==> src/hdl/twvs_pkg.sv <==
// shared constants for the time-weighted value statistics block
`default_nettype none

package twvs_pkg;

    // default sizes of the watched value and of the tick clock
    localparam int unsigned VALUE_BITS_DEF = 16;
    localparam int unsigned TIME_BITS_DEF  = 32;

    // fixed widths of the running sums and the change counter
    localparam int unsigned SUM_W   = 64;
    localparam int unsigned COUNT_W = 32;

    // squaring works on magnitudes below 2^40, the square is taken >> 16
    localparam int unsigned SQ_OPERAND_BITS = 40;
    localparam int unsigned SQ_SHIFT        = 16;
    localparam int unsigned SQ_PRODUCT_BITS = 2 * SQ_OPERAND_BITS;

    // transaction kinds
    localparam logic [1:0] FUNC_SAMPLE = 2'd0;
    localparam logic [1:0] FUNC_REPORT = 2'd1;
    localparam logic [1:0] FUNC_RESET  = 2'd2;

    // saturation limits of the 64-bit sums
    localparam logic [SUM_W-1:0] SUM_MAX_S = {1'b0, {(SUM_W-1){1'b1}}};
    localparam logic [SUM_W-1:0] SUM_MIN_S = {1'b1, {(SUM_W-1){1'b0}}};
    localparam logic [SUM_W-1:0] SUM_ONES  = {SUM_W{1'b1}};

endpackage

`default_nettype wire

==> src/hdl/time_weighted_value_stats.sv <==
// top level of the time-weighted value statistics block
//
//  channel | direction | ports                                          | handshake
//  --------+-----------+------------------------------------------------+------------------
//  s_      | in        | s_func, s_item_time, s_new_value               | s_valid / s_ready
//  m_      | out       | m_changed, m_current_value, m_change_count,    | m_valid / m_ready
//          |           | m_average, m_squares_total, m_min_value,       |
//          |           | m_max_value                                    |
//
// the wide arithmetic steps run through one shared add/subtract unit, so each
// multiply is shift-add over its multiplier bits and the divide is restoring
// reset, unused kinds and samples with no change go straight to the result
// changing sample: weighted product, then the square (skipped when it saturates)
// report: the total ticks, then as a changing sample, then the divide unless no ticks have passed
// aresetn is synchronous, active low, and clears the statistics at once
// s_ready is high only between transactions; a finished result waits in the
// output register, so a stalled m_ready holds only the next result back
`default_nettype none

module time_weighted_value_stats
    import twvs_pkg::*;
#(
    parameter int unsigned VALUE_BITS = VALUE_BITS_DEF,
    parameter int unsigned TIME_BITS  = TIME_BITS_DEF
) (
    input  logic                         aclk,
    input  logic                         aresetn,

    input  logic                         s_valid,
    output logic                         s_ready,
    input  logic [1:0]                   s_func,
    input  logic [TIME_BITS-1:0]         s_item_time,
    input  logic signed [VALUE_BITS-1:0] s_new_value,

    output logic                         m_valid,
    input  logic                         m_ready,
    output logic                         m_changed,
    output logic signed [VALUE_BITS-1:0] m_current_value,
    output logic [COUNT_W-1:0]           m_change_count,
    output logic signed [VALUE_BITS-1:0] m_average,
    output logic [SUM_W-1:0]             m_squares_total,
    output logic signed [VALUE_BITS-1:0] m_min_value,
    output logic signed [VALUE_BITS-1:0] m_max_value
);

    // datapath width: full value*ticks product or the 80-bit square
    localparam int unsigned AW  = (VALUE_BITS + TIME_BITS > SQ_PRODUCT_BITS) ?
                                  (VALUE_BITS + TIME_BITS) : SQ_PRODUCT_BITS;
    // multiplier register holds |value| or the 40-bit square operand
    localparam int unsigned MPW = (VALUE_BITS > SQ_OPERAND_BITS) ?
                                  VALUE_BITS : SQ_OPERAND_BITS;
    localparam int unsigned CNT_W = $clog2(MPW + 1);

    localparam logic [CNT_W-1:0] PROD_STEPS = CNT_W'(VALUE_BITS);
    localparam logic [CNT_W-1:0] SQ_STEPS   = CNT_W'(SQ_OPERAND_BITS);
    localparam logic [CNT_W-1:0] DIV_STEPS  = CNT_W'(VALUE_BITS);
    localparam logic [CNT_W-1:0] CNT_ONE    = CNT_W'(1);

    localparam logic [VALUE_BITS-1:0] VAL_MAX = {1'b0, {(VALUE_BITS-1){1'b1}}};
    localparam logic [VALUE_BITS-1:0] VAL_MIN = {1'b1, {(VALUE_BITS-1){1'b0}}};

    // sequencer states
    localparam int unsigned ST_W = 4;
    localparam logic [ST_W-1:0] ST_IDLE   = 4'd0;
    localparam logic [ST_W-1:0] ST_TOTAL  = 4'd1;   // ticks since start
    localparam logic [ST_W-1:0] ST_DT     = 4'd2;   // ticks since last change
    localparam logic [ST_W-1:0] ST_MUL    = 4'd3;   // one shift-add step
    localparam logic [ST_W-1:0] ST_MULEND = 4'd4;
    localparam logic [ST_W-1:0] ST_WADD   = 4'd5;   // weighted sum update
    localparam logic [ST_W-1:0] ST_SADD   = 4'd6;   // sum of squares update
    localparam logic [ST_W-1:0] ST_ABS    = 4'd7;   // magnitude of weighted sum
    localparam logic [ST_W-1:0] ST_DIV    = 4'd8;   // one restoring divide step
    localparam logic [ST_W-1:0] ST_AVG    = 4'd9;
    localparam logic [ST_W-1:0] ST_DONE   = 4'd10;

    // sequencer and item registers
    logic [ST_W-1:0]              state_reg, state_next;
    logic [1:0]                   func_reg, func_next;
    logic [TIME_BITS-1:0]         now_reg, now_next;
    logic signed [VALUE_BITS-1:0] nv_reg, nv_next;

    // working registers
    logic [SUM_W-1:0]             ws_work_reg, ws_work_next;
    logic [SUM_W-1:0]             sq_work_reg, sq_work_next;
    logic [TIME_BITS-1:0]         total_reg, total_next;
    logic [AW-1:0]                mcand_reg, mcand_next;
    logic [MPW-1:0]               mplier_reg, mplier_next;
    logic [AW-1:0]                acc_reg, acc_next;
    logic [CNT_W-1:0]             cnt_reg, cnt_next;
    logic                         sq_mode_reg, sq_mode_next;
    logic [SUM_W-1:0]             mag_reg, mag_next;
    logic [SUM_W-1:0]             sq_term_reg, sq_term_next;
    logic [SUM_W-1:0]             rem_reg, rem_next;
    logic [AW-1:0]                div_d_reg, div_d_next;
    logic [VALUE_BITS-1:0]        q_reg, q_next;
    logic signed [VALUE_BITS-1:0] avg_reg, avg_next;

    // statistics state
    logic signed [VALUE_BITS-1:0] held_reg, held_next;
    logic [COUNT_W-1:0]           changes_reg, changes_next;
    logic [SUM_W-1:0]             wsum_reg, wsum_next;
    logic [SUM_W-1:0]             ssum_reg, ssum_next;
    logic signed [VALUE_BITS-1:0] lowest_reg, lowest_next;
    logic signed [VALUE_BITS-1:0] highest_reg, highest_next;
    logic [TIME_BITS-1:0]         start_reg, start_next;
    logic [TIME_BITS-1:0]         last_reg, last_next;

    // result register
    logic                         m_valid_reg, m_valid_next;
    logic                         out_changed_reg, out_changed_next;
    logic signed [VALUE_BITS-1:0] out_current_reg, out_current_next;
    logic [COUNT_W-1:0]           out_count_reg, out_count_next;
    logic signed [VALUE_BITS-1:0] out_avg_reg, out_avg_next;
    logic [SUM_W-1:0]             out_sq_reg, out_sq_next;
    logic signed [VALUE_BITS-1:0] out_min_reg, out_min_next;
    logic signed [VALUE_BITS-1:0] out_max_reg, out_max_next;

    // shared unit hookup
    logic [AW-1:0] alu_a, alu_b, alu_sum;
    logic          alu_sub, alu_carry;

    // magnitude of the held value, most negative value maps to 2^(VALUE_BITS-1)
    logic [VALUE_BITS-1:0] held_bits, abs_held;
    logic [AW-SUM_W:0]     ws_top;

    assign held_bits = held_reg;
    assign abs_held  = held_bits[VALUE_BITS-1] ? (~held_bits + VALUE_BITS'(1)) : held_bits;
    // upper bits of the weighted sum add, equal everywhere when no overflow
    assign ws_top    = alu_sum[AW-1:SUM_W-1];

    twvs_addsub #(
        .WIDTH (AW)
    ) u_addsub (
        .a_in  (alu_a),
        .b_in  (alu_b),
        .sub   (alu_sub),
        .sum   (alu_sum),
        .carry (alu_carry)
    );

    assign s_ready = (state_reg == ST_IDLE);

    always_comb begin
        state_next       = state_reg;
        func_next        = func_reg;
        now_next         = now_reg;
        nv_next          = nv_reg;
        ws_work_next     = ws_work_reg;
        sq_work_next     = sq_work_reg;
        total_next       = total_reg;
        mcand_next       = mcand_reg;
        mplier_next      = mplier_reg;
        acc_next         = acc_reg;
        cnt_next         = cnt_reg;
        sq_mode_next     = sq_mode_reg;
        mag_next         = mag_reg;
        sq_term_next     = sq_term_reg;
        rem_next         = rem_reg;
        div_d_next       = div_d_reg;
        q_next           = q_reg;
        avg_next         = avg_reg;
        held_next        = held_reg;
        changes_next     = changes_reg;
        wsum_next        = wsum_reg;
        ssum_next        = ssum_reg;
        lowest_next      = lowest_reg;
        highest_next     = highest_reg;
        start_next       = start_reg;
        last_next        = last_reg;
        m_valid_next     = m_valid_reg && !m_ready;
        out_changed_next = out_changed_reg;
        out_current_next = out_current_reg;
        out_count_next   = out_count_reg;
        out_avg_next     = out_avg_reg;
        out_sq_next      = out_sq_reg;
        out_min_next     = out_min_reg;
        out_max_next     = out_max_reg;
        alu_a            = '0;
        alu_b            = '0;
        alu_sub          = 1'b0;

        case (state_reg)
            ST_IDLE: begin
                if (s_valid) begin
                    func_next    = s_func;
                    now_next     = s_item_time;
                    nv_next      = s_new_value;
                    ws_work_next = wsum_reg;
                    sq_work_next = ssum_reg;
                    avg_next     = '0;
                    case (s_func)
                        FUNC_SAMPLE: begin
                            // only a new value closes a segment
                            state_next = (s_new_value != held_reg) ? ST_DT : ST_DONE;
                        end
                        FUNC_REPORT: begin
                            state_next = ST_TOTAL;
                        end
                        default: begin
                            state_next = ST_DONE;
                        end
                    endcase
                end
            end

            ST_TOTAL: begin
                // time running backwards counts as zero ticks
                alu_a      = AW'(now_reg);
                alu_b      = AW'(start_reg);
                alu_sub    = 1'b1;
                total_next = alu_carry ? alu_sum[TIME_BITS-1:0] : '0;
                state_next = ST_DT;
            end

            ST_DT: begin
                alu_a        = AW'(now_reg);
                alu_b        = AW'(last_reg);
                alu_sub      = 1'b1;
                mcand_next   = alu_carry ? AW'(alu_sum[TIME_BITS-1:0]) : '0;
                mplier_next  = MPW'(abs_held);
                acc_next     = '0;
                cnt_next     = PROD_STEPS;
                sq_mode_next = 1'b0;
                state_next   = ST_MUL;
            end

            ST_MUL: begin
                alu_a       = acc_reg;
                alu_b       = mplier_reg[0] ? mcand_reg : '0;
                acc_next    = alu_sum;
                mcand_next  = mcand_reg << 1;
                mplier_next = mplier_reg >> 1;
                cnt_next    = cnt_reg - CNT_ONE;
                if (cnt_reg == CNT_ONE) begin
                    state_next = ST_MULEND;
                end
            end

            ST_MULEND: begin
                if (sq_mode_reg) begin
                    sq_term_next = acc_reg[SQ_SHIFT +: SUM_W];
                    state_next   = ST_SADD;
                end else begin
                    // product magnitude clamps to the largest positive sum
                    mag_next   = (|acc_reg[AW-1:SUM_W-1]) ? SUM_MAX_S : acc_reg[SUM_W-1:0];
                    state_next = ST_WADD;
                end
            end

            ST_WADD: begin
                // signed add of +/- magnitude, clamped to the 64-bit range
                alu_a   = AW'(signed'(ws_work_reg));
                alu_b   = AW'(mag_reg);
                alu_sub = held_bits[VALUE_BITS-1];
                if ((&ws_top) || !(|ws_top)) begin
                    ws_work_next = alu_sum[SUM_W-1:0];
                end else begin
                    ws_work_next = alu_sum[AW-1] ? SUM_MIN_S : SUM_MAX_S;
                end
                if (|mag_reg[SUM_W-1:SQ_OPERAND_BITS]) begin
                    // square would not fit in 64 bits
                    sq_term_next = SUM_ONES;
                    state_next   = ST_SADD;
                end else begin
                    mcand_next   = AW'(mag_reg);
                    mplier_next  = MPW'(mag_reg[SQ_OPERAND_BITS-1:0]);
                    acc_next     = '0;
                    cnt_next     = SQ_STEPS;
                    sq_mode_next = 1'b1;
                    state_next   = ST_MUL;
                end
            end

            ST_SADD: begin
                alu_a        = AW'(sq_work_reg);
                alu_b        = AW'(sq_term_reg);
                sq_work_next = alu_sum[SUM_W] ? SUM_ONES : alu_sum[SUM_W-1:0];
                if (func_reg == FUNC_REPORT) begin
                    // no elapsed time leaves the average at zero
                    state_next = (total_reg == '0) ? ST_DONE : ST_ABS;
                end else begin
                    state_next = ST_DONE;
                end
            end

            ST_ABS: begin
                alu_a      = '0;
                alu_b      = AW'(signed'(ws_work_reg));
                alu_sub    = ws_work_reg[SUM_W-1];
                rem_next   = alu_sum[SUM_W-1:0];
                // first step tests the quotient against 2^(VALUE_BITS-1)
                div_d_next = AW'(total_reg) << (VALUE_BITS - 1);
                cnt_next   = DIV_STEPS;
                q_next     = '0;
                state_next = ST_DIV;
            end

            ST_DIV: begin
                alu_a   = AW'(rem_reg);
                alu_b   = div_d_reg;
                alu_sub = 1'b1;
                if (alu_carry) begin
                    rem_next = alu_sum[SUM_W-1:0];
                end
                q_next     = {q_reg[VALUE_BITS-2:0], alu_carry};
                div_d_next = div_d_reg >> 1;
                cnt_next   = cnt_reg - CNT_ONE;
                if (cnt_reg == CNT_ONE) begin
                    state_next = ST_AVG;
                end
            end

            ST_AVG: begin
                // quotient truncates toward zero, top bit set means overflow
                if (q_reg[VALUE_BITS-1]) begin
                    avg_next = ws_work_reg[SUM_W-1] ? VAL_MIN : VAL_MAX;
                end else begin
                    avg_next = ws_work_reg[SUM_W-1] ? (~q_reg + VALUE_BITS'(1)) : q_reg;
                end
                state_next = ST_DONE;
            end

            ST_DONE: begin
                if (!m_valid_reg || m_ready) begin
                    case (func_reg)
                        FUNC_RESET: begin
                            held_next    = '0;
                            changes_next = '0;
                            wsum_next    = '0;
                            ssum_next    = '0;
                            lowest_next  = VAL_MAX;
                            highest_next = VAL_MIN;
                            start_next   = now_reg;
                            last_next    = now_reg;
                        end
                        FUNC_SAMPLE: begin
                            if (nv_reg != held_reg) begin
                                held_next    = nv_reg;
                                last_next    = now_reg;
                                changes_next = (&changes_reg) ? changes_reg :
                                               (changes_reg + COUNT_W'(1));
                                wsum_next    = ws_work_reg;
                                ssum_next    = sq_work_reg;
                                if (nv_reg < lowest_reg) begin
                                    lowest_next = nv_reg;
                                end
                                if (nv_reg > highest_reg) begin
                                    highest_next = nv_reg;
                                end
                            end
                        end
                        default: begin
                        end
                    endcase
                    // report shows the closing segment without storing it
                    m_valid_next     = 1'b1;
                    out_changed_next = (func_reg == FUNC_SAMPLE) && (nv_reg != held_reg);
                    out_current_next = held_next;
                    out_count_next   = changes_next;
                    out_avg_next     = avg_reg;
                    out_sq_next      = (func_reg == FUNC_REPORT) ? sq_work_reg : ssum_next;
                    out_min_next     = lowest_next;
                    out_max_next     = highest_next;
                    state_next       = ST_IDLE;
                end
            end

            default: begin
                state_next = ST_IDLE;
            end
        endcase
    end

    always_ff @(posedge aclk) begin
        if (!aresetn) begin
            state_reg   <= ST_IDLE;
            m_valid_reg <= 1'b0;
            held_reg    <= '0;
            changes_reg <= '0;
            wsum_reg    <= '0;
            ssum_reg    <= '0;
            lowest_reg  <= VAL_MAX;
            highest_reg <= VAL_MIN;
            start_reg   <= '0;
            last_reg    <= '0;
        end else begin
            state_reg   <= state_next;
            m_valid_reg <= m_valid_next;
            held_reg    <= held_next;
            changes_reg <= changes_next;
            wsum_reg    <= wsum_next;
            ssum_reg    <= ssum_next;
            lowest_reg  <= lowest_next;
            highest_reg <= highest_next;
            start_reg   <= start_next;
            last_reg    <= last_next;
        end
    end

    // payload registers, no reset needed
    always_ff @(posedge aclk) begin
        func_reg        <= func_next;
        now_reg         <= now_next;
        nv_reg          <= nv_next;
        ws_work_reg     <= ws_work_next;
        sq_work_reg     <= sq_work_next;
        total_reg       <= total_next;
        mcand_reg       <= mcand_next;
        mplier_reg      <= mplier_next;
        acc_reg         <= acc_next;
        cnt_reg         <= cnt_next;
        sq_mode_reg     <= sq_mode_next;
        mag_reg         <= mag_next;
        sq_term_reg     <= sq_term_next;
        rem_reg         <= rem_next;
        div_d_reg       <= div_d_next;
        q_reg           <= q_next;
        avg_reg         <= avg_next;
        out_changed_reg <= out_changed_next;
        out_current_reg <= out_current_next;
        out_count_reg   <= out_count_next;
        out_avg_reg     <= out_avg_next;
        out_sq_reg      <= out_sq_next;
        out_min_reg     <= out_min_next;
        out_max_reg     <= out_max_next;
    end

    assign m_valid         = m_valid_reg;
    assign m_changed       = out_changed_reg;
    assign m_current_value = out_current_reg;
    assign m_change_count  = out_count_reg;
    assign m_average       = out_avg_reg;
    assign m_squares_total = out_sq_reg;
    assign m_min_value     = out_min_reg;
    assign m_max_value     = out_max_reg;

endmodule

`default_nettype wire

==> src/hdl/twvs_addsub.sv <==
// shared wide adder and subtractor of the statistics sequencer
`default_nettype none

module twvs_addsub
    import twvs_pkg::*;
#(
    parameter int unsigned WIDTH = SQ_PRODUCT_BITS
) (
    input  logic [WIDTH-1:0] a_in,
    input  logic [WIDTH-1:0] b_in,
    input  logic             sub,
    output logic [WIDTH-1:0] sum,
    output logic             carry
);

    logic [WIDTH:0] full;

    // carry high on subtract means a_in >= b_in
    assign full  = {1'b0, a_in} + {1'b0, (sub ? ~b_in : b_in)} + {{WIDTH{1'b0}}, sub};
    assign sum   = full[WIDTH-1:0];
    assign carry = full[WIDTH];

endmodule

`default_nettype wire

==> config.mk <==
export PLATFORM = sky130hd
export DESIGN_NAME = time_weighted_value_stats
export DESIGN_NICKNAME = d
export VERILOG_FILES = /design/src/hdl/twvs_pkg.sv /design/src/hdl/time_weighted_value_stats.sv /design/src/hdl/twvs_addsub.sv
export SDC_FILE = /design/constraint.sdc
export NUM_CORES = 2
export LEC_CHECK = 0
export BUFFER_PORTS_ARGS = -buffer_cell sky130_fd_sc_hd__buf_2
export CORE_UTILIZATION = 35
export DETAILED_ROUTE_END_ITERATION = 6
export GPL_TIMING_DRIVEN = 0
export PLACE_DENSITY = 0.62
export SETUP_SLACK_MARGIN = 0.4
export SLEW_MARGIN = 20
export SYNTH_ARGS = -nofsm -noshare
export SYNTH_HDL_FRONTEND = slang
export SYNTH_HIERARCHICAL = 1
export SYNTH_SLANG_ARGS = --single-unit
==> constraint.sdc <==
create_clock -name aclk -period 7.8 [get_ports aclk]
set_input_delay 2.34 -clock aclk [delete_from_list [all_inputs] [get_ports aclk]]
set_output_delay 2.34 -clock aclk [all_outputs]
set_load 0.05 [all_outputs]
**After elaboration in Yosys (flattened, before gate mapping)**

Index checks and enable logic that the tools add are counted.

- Flip-flop bits (word level): 1,159
- Output and inout bits: 163
- Logic and storage cells: 181
- Bits of input ports: 54

- Muxes and demuxes: 67
- $add $sub $neg: 6
- Equality and inequality tests: 25
- Magnitude comparators: 2
- Bitwise logic cells: 4
- Reduce and logical (&&, ||, !) cells: 43

Operators by type and width:

| operator | number |
|---|---|
| $pmux 64 s2 | 6 |
| $mux 64 | 11 |
| $pmux 80 s7 | 1 |
| $pmux 80 s3 | 2 |
| $pmux 80 s5 | 1 |
| $mux 80 | 4 |
| $mux 16 | 10 |
| $pmux 16 s2 | 5 |
| $pmux 80 s2 | 1 |
| $mux 32 | 4 |
| $pmux 32 s2 | 2 |
| $pmux 40 s3 | 1 |
| $add 80x80->81 | 1 |
| $add 81x1->81 | 1 |
| $not 80->80 | 1 |
| $pmux 4 s11 | 1 |
| $mux 40 | 1 |
| $reduce_or 17->1 | 2 |
| $add 16x1->16 const B | 2 |
| $add 32x1->32 const B | 1 |
| $logic_not 32->1 | 1 |
| $ne 16x16->1 | 2 |
| $not 16->16 | 2 |
| $reduce_and 32->1 | 1 |
| other kinds (36) | 83 |

**Logic depth before layout (Yosys ltp)**

- Word-level depth: 11
- Depth in mapped cells: 33

**By module**

Netlist, hierarchy kept.

By module, submodules not included:

| module | cells an instance | area an instance (um^2) | instances | seq. area each (um^2) |
|---|---|---|---|---|
| time_weighted_value_stats | 4,308 | 48,916.9 | 1 | 31,039.8 |
| twvs_addsub | 868 | 5,865.6 | 1 | 0.0 |

**Least setup slack after synthesis**

Ideal clock, no wire load.

- Path kind: input to register
- Start: input m_ready
- End: register changes_reg[26]
- Arrival time: 8,136 ps
- Slack: -464 ps
- Stages on the path: 7
- Buffers on the path: 1
- Path through: nor2b_1 nand2b_1 inv_2 clkbuf_1 o21ai_0 a22oi_1 nor2_1

- Longest elaborated chain between the ends: 2

RTL lines:

| what | line | text |
|---|---|---|
| start, declared | time_weighted_value_stats.sv:36 | `input logic m_ready,` |
| $logic_or 1x1->1 | time_weighted_value_stats.sv:324 | `if (!m_valid_reg \|\| m_ready) begin` |
| $reduce_and 2->1 (no source line) | n/a |  |
| end signal, assigned | time_weighted_value_stats.sv:390 | `changes_reg <= changes_next;` |
| end, declared | time_weighted_value_stats.sv:100 | `logic [COUNT_W-1:0] changes_reg, changes_next;` |

Every way passes these cells.
A chain may end at the register's enable or synchronous reset.

**Worst setup path in the final report**

- Start: register state_reg[1]
- End: register ws_work_reg[24] (data pin)

- Longest elaborated chain between the ends: 11
- Elaborated cells on any way between the ends: 24
- Classes of those cells: add/sub: 2; eq/ne: 7; mux: 7; bitwise: 1; reduce/logical: 7

RTL lines:

| what | line | text |
|---|---|---|
| start, declared | time_weighted_value_stats.sv:77 | `logic [ST_W-1:0] state_reg, state_next;` |
| start signal, assigned | time_weighted_value_stats.sv:387 | `state_reg <= state_next;` |
| $eq 4x4->1 (tied with other cells) | time_weighted_value_stats.sv:182 | `case (state_reg)` |
| $pmux 80 s7 (*) | time_weighted_value_stats.sv:182 |  |
| net alu_b[0] | time_weighted_value_stats.sv:119 | `logic [AW-1:0] alu_a, alu_b, alu_sum;` |
| $not 80->80 | twvs_addsub.sv:19 | `assign full = {1'b0, a_in} + {1'b0, (sub ? ~b_in : b_in)} + {{WIDTH{1'b0}}, sub};` |
| $mux 80 (*) | twvs_addsub.sv:19 |  |
| $add 80x80->81 (*) | twvs_addsub.sv:19 |  |
| $add 81x1->81 (*) | twvs_addsub.sv:19 |  |
| net alu_sum[74] | time_weighted_value_stats.sv:119 |  |
| $reduce_or 17->1 | time_weighted_value_stats.sv:255 | `if ((&ws_top) \|\| !(\|ws_top)) begin` |
| $logic_not 1->1 | time_weighted_value_stats.sv:255 |  |
| $logic_or 1x1->1 (*) | time_weighted_value_stats.sv:255 |  |
| $mux 64 (*) | time_weighted_value_stats.sv:255 |  |
| $pmux 64 s2 (*) | time_weighted_value_stats.sv:182 |  |
| net ws_work_next[24] | time_weighted_value_stats.sv:83 | `logic [SUM_W-1:0] ws_work_reg, ws_work_next;` |
| end signal, assigned | time_weighted_value_stats.sv:405 | `ws_work_reg <= ws_work_next;` |
| end, declared | time_weighted_value_stats.sv:83 |  |

Mark *: on every way through the listed nets, which the timed path passes. The rest lies on a longest branch.

==> results by group <==
Worst setup path
  – Element type at the critical path end: flip-flop
  – Worst setup path class: reg2reg
  – Critical path's slowest cell: a222oi_1
  – Crit-path max cell delay: 0.62 ns
  – Data arrival time of the worst path: 7.92 ns
  – Critical Path Source Type: flip-flop
  – Max Fanout on Critical Path: 10
  – Cell mode on critical path: buf_4
  – Worst Path Required: 8.35 ns
  – R2r setup slk: 0.42 ns

Floorplan
  – DIE WIDTH: 397.6 µm
  – Row cnt: 144
  – Initial Util: 35.40%
  – Total core area: 154,800 µm²
  – Die area: 158,100 µm²
  – Top Ports: 217
  – Die H: 397.6 µm

Clock network
  – Clk_lat worst skew: 0.79 ns
  – Maximum clock path buffer count: 3
  – CTS tree: done
  – Clk slew on worst S/H paths: 0.06 ns
  – Clock sinks: 1,126
  – # hold bufs at CTS: 0
  – Htree depth: 3
  – Cts bufs inserted: 120
  – CTS Root Buffer Type: clkbuf_16

Timing
  – Clock Skew: 0.05156 ns
  – Tightest Pin Transition: 1.353 ns
  – Final hold slack: 0.4191 ns
  – Hold Vio Cnt, Final: 0
  – RSZ-0062 raised after global routing: false
  – Tmin final: 7.376 ns
  – Total negative setup slack: 0 ns
  – Final Setup Violations: 0
  – Pins Over Slew Limit: 0
  – Max Fclk: 135.6 MHz
  – Slew headroom: 9.181%
  – Final period utilization: 94.57%

Synth
  – Cell taking the most area after synthesis: edfxtp_1
  – Number of synthesized flops with an enable pin: 849
  – Synthesis warning total: 6
  – Post-synthesis sequential area ratio: 56.66%
  – Post-synthesis async set-or-reset flop share: 0%
  – Synth top area cells: edfxtp_1 47%, dfxtp_1 10%, nand2_1 5.7%, a21oi_1 3.0%, a22o_1 2.7%
  – Number of synthesized register bits: 1,126
  – Ys flop type: edfxtp_1
  – Area share of the largest cell type after synthesis: 46.54%
  – Syn nets: 5,346
  – Mapped Avg Cell Area: 10.58 µm²
  – Syn Inst Count: 5,176
  – Synth unique cells: 91
  – Post-synthesis cell area: 54,780 µm²

Detailed routing
  – Vias per cell: 5.911
  – Initial DRT Pass Iterations: 7
  – Final wirelength: 212.2 mm
  – DR vias: 45,689
  – Drt initial violations: 6,550
  – Drt drc: 32
  – Post-DR wirelength/cell: 27.45 µm
  – Antenna-violating nets left: 0

Flow run
  – Max Cap Violations: 0

Place
  – Port bufs: 215
  – Final HPWL DP: 157.3 mm
  – GP Congestion: 0.9715
  – Post-Place Cells: 7,469

Global routing
  – Initial antenna violation count: 13
  – First-pass GRT wire length: 301.3 mm
  – Total track usage: 26.02%
  – Pin count of the biggest net entering global routing: 81
  – Grt ovf: 0
  – Vias in the first global route: 43,398

Final layout
  – Area Growth Syn to Fin: 18.77%
  – Layout cells sized above 1: 14.79%
  – Non-filler cells, final: 7,729
  – Nets: 5,742
  – Most common cell after layout, fill and taps aside: edfxtp_1
  – Post-layout util: 42.04%
  – Commonest cells after routing, fill and taps aside: 849 x edfxtp_1, 823 x nand2_1, 314 x a21oi_1, 293 x buf_2, 276 x dfxtp_1

Power and ir drop
  – Pwr dens: 420.0 nW/µm²
  – P_leak: 25.17 nW
  – Max IR drop VDD: 0.0003102 V

Hold path
  – Hold/Removal Path Class: reg2reg

Status
  – Failing checks: DRC
  – Outcome: complete, but fails checks
==> cell type report <==
type	count	area (µm²)
Inverter	96	365.4
Fill cell	14653	89700
Antenna cell	5	12.51
Timing Repair Buffer	274	1844
Buffer	419	2148
Tap cell	2044	2557
Clock buffer	138	3193
Multi-Input combinational cell	3535	22540
Clock inverter	92	1363
Sequential cell	1126	31040
==> cells by family (layout without fill, tap and decap cells) <==
| group | count (synthesis) | in the layout | share of synthesized area [%] |
|---|---|---|---|
| AO/OA/AOI/OAI | 1285 | 1285 | 16.64 |
| XOR/XNOR | 248 | 248 | 3.965 |
| AND/OR/NAND/NOR | 1866 | 1866 | 15.97 |
| buffers and inverters | 515 | 1019 | 3.750 |
| flip-flops | 1126 | 1126 | 56.66 |
| multiplexers | 19 | 19 | 0.3472 |
| adder cells (fa/ha/maj) | 116 | 116 | 2.663 |
| other | 1 | 6 | 0.006845 |
==> path summary, 6_finish.rpt <==
kind | from | endpoint | cells after the start
max | state_reg[1] | ws_work_reg[24] | 29
min | avg_reg[0] | m_average[0] | 0
max reg2reg | state_reg[1] | ws_work_reg[24] | 29
min reg2reg | avg_reg[0] | m_average[0] | 0
==> synth_stat cells, drive strengths merged (101+ instances only) <==
cell type / count
a21oi: 333
a222oi: 103
a22o: 172
a22oi: 178
and3: 142
clkbuf: 322
dfxtp: 277
edfxtp: 849
ha: 115
nand2: 833
nand2b: 143
nand3: 155
nor2: 273
o21ai: 201
xnor2: 101
xor2: 147
==> critical path, delay by kind of cell (launching register included) <==
family / cells / cell delay [ns]
flip-flops: 1 / 0.30
adder cells (fa/ha/maj): 1 / 0.29
AND/OR/NAND/NOR: 11 / 2.47
multiplexers: 1 / 0.25
AO/OA/AOI/OAI: 9 / 2.24
buffers and inverters: 7 / 1.56
==> per-stage QoR <==
step / setup WS, ns / instance area, µm² / power (mW)
3_5_place_dp: -4.739 / 59100 / 19.64
3_3_place_gp: -6.815 / 58420 / 19.54
5_1_grt: 0.3310 / 65060 / 28.08
4_1_cts: 0.3915 / 64610 / 26.62
6_report: 0.4238 / 65070 / 27.33
2_1_floorplan: 0.6654 / 54780 / 15.02
==> routing by layer <==
layer / vias to the layer above / routed length (µm) / GRT usage [%]
li1: 19954 / - / -
met1: 22434 / 83240 / 34.09
met2: 2798 / 92780 / 39.42
met3: 497 / 23480 / 6.231
met4: 6 / 12630 / 14.47
met5: - / 44 / 0
==> where the power goes <==
| part | internal [mW] | total [mW] | switching, mW |
|---|---|---|---|
| clock network | 3.90 | 6.58 | 2.68 |
| registers | 8.09 | 8.92 | 0.830 |
| logic | 3.11 | 11.8 | 8.72 |
==> timing repair <==
action                                  in CTS  in global routing
cloned                                       1                  0
pin swaps                                   18                 23
setup buffers                               14                 10
endpoints found under the setup margin     387                 72
resized for setup                          233                170
(Power assumes the default switching activity.)
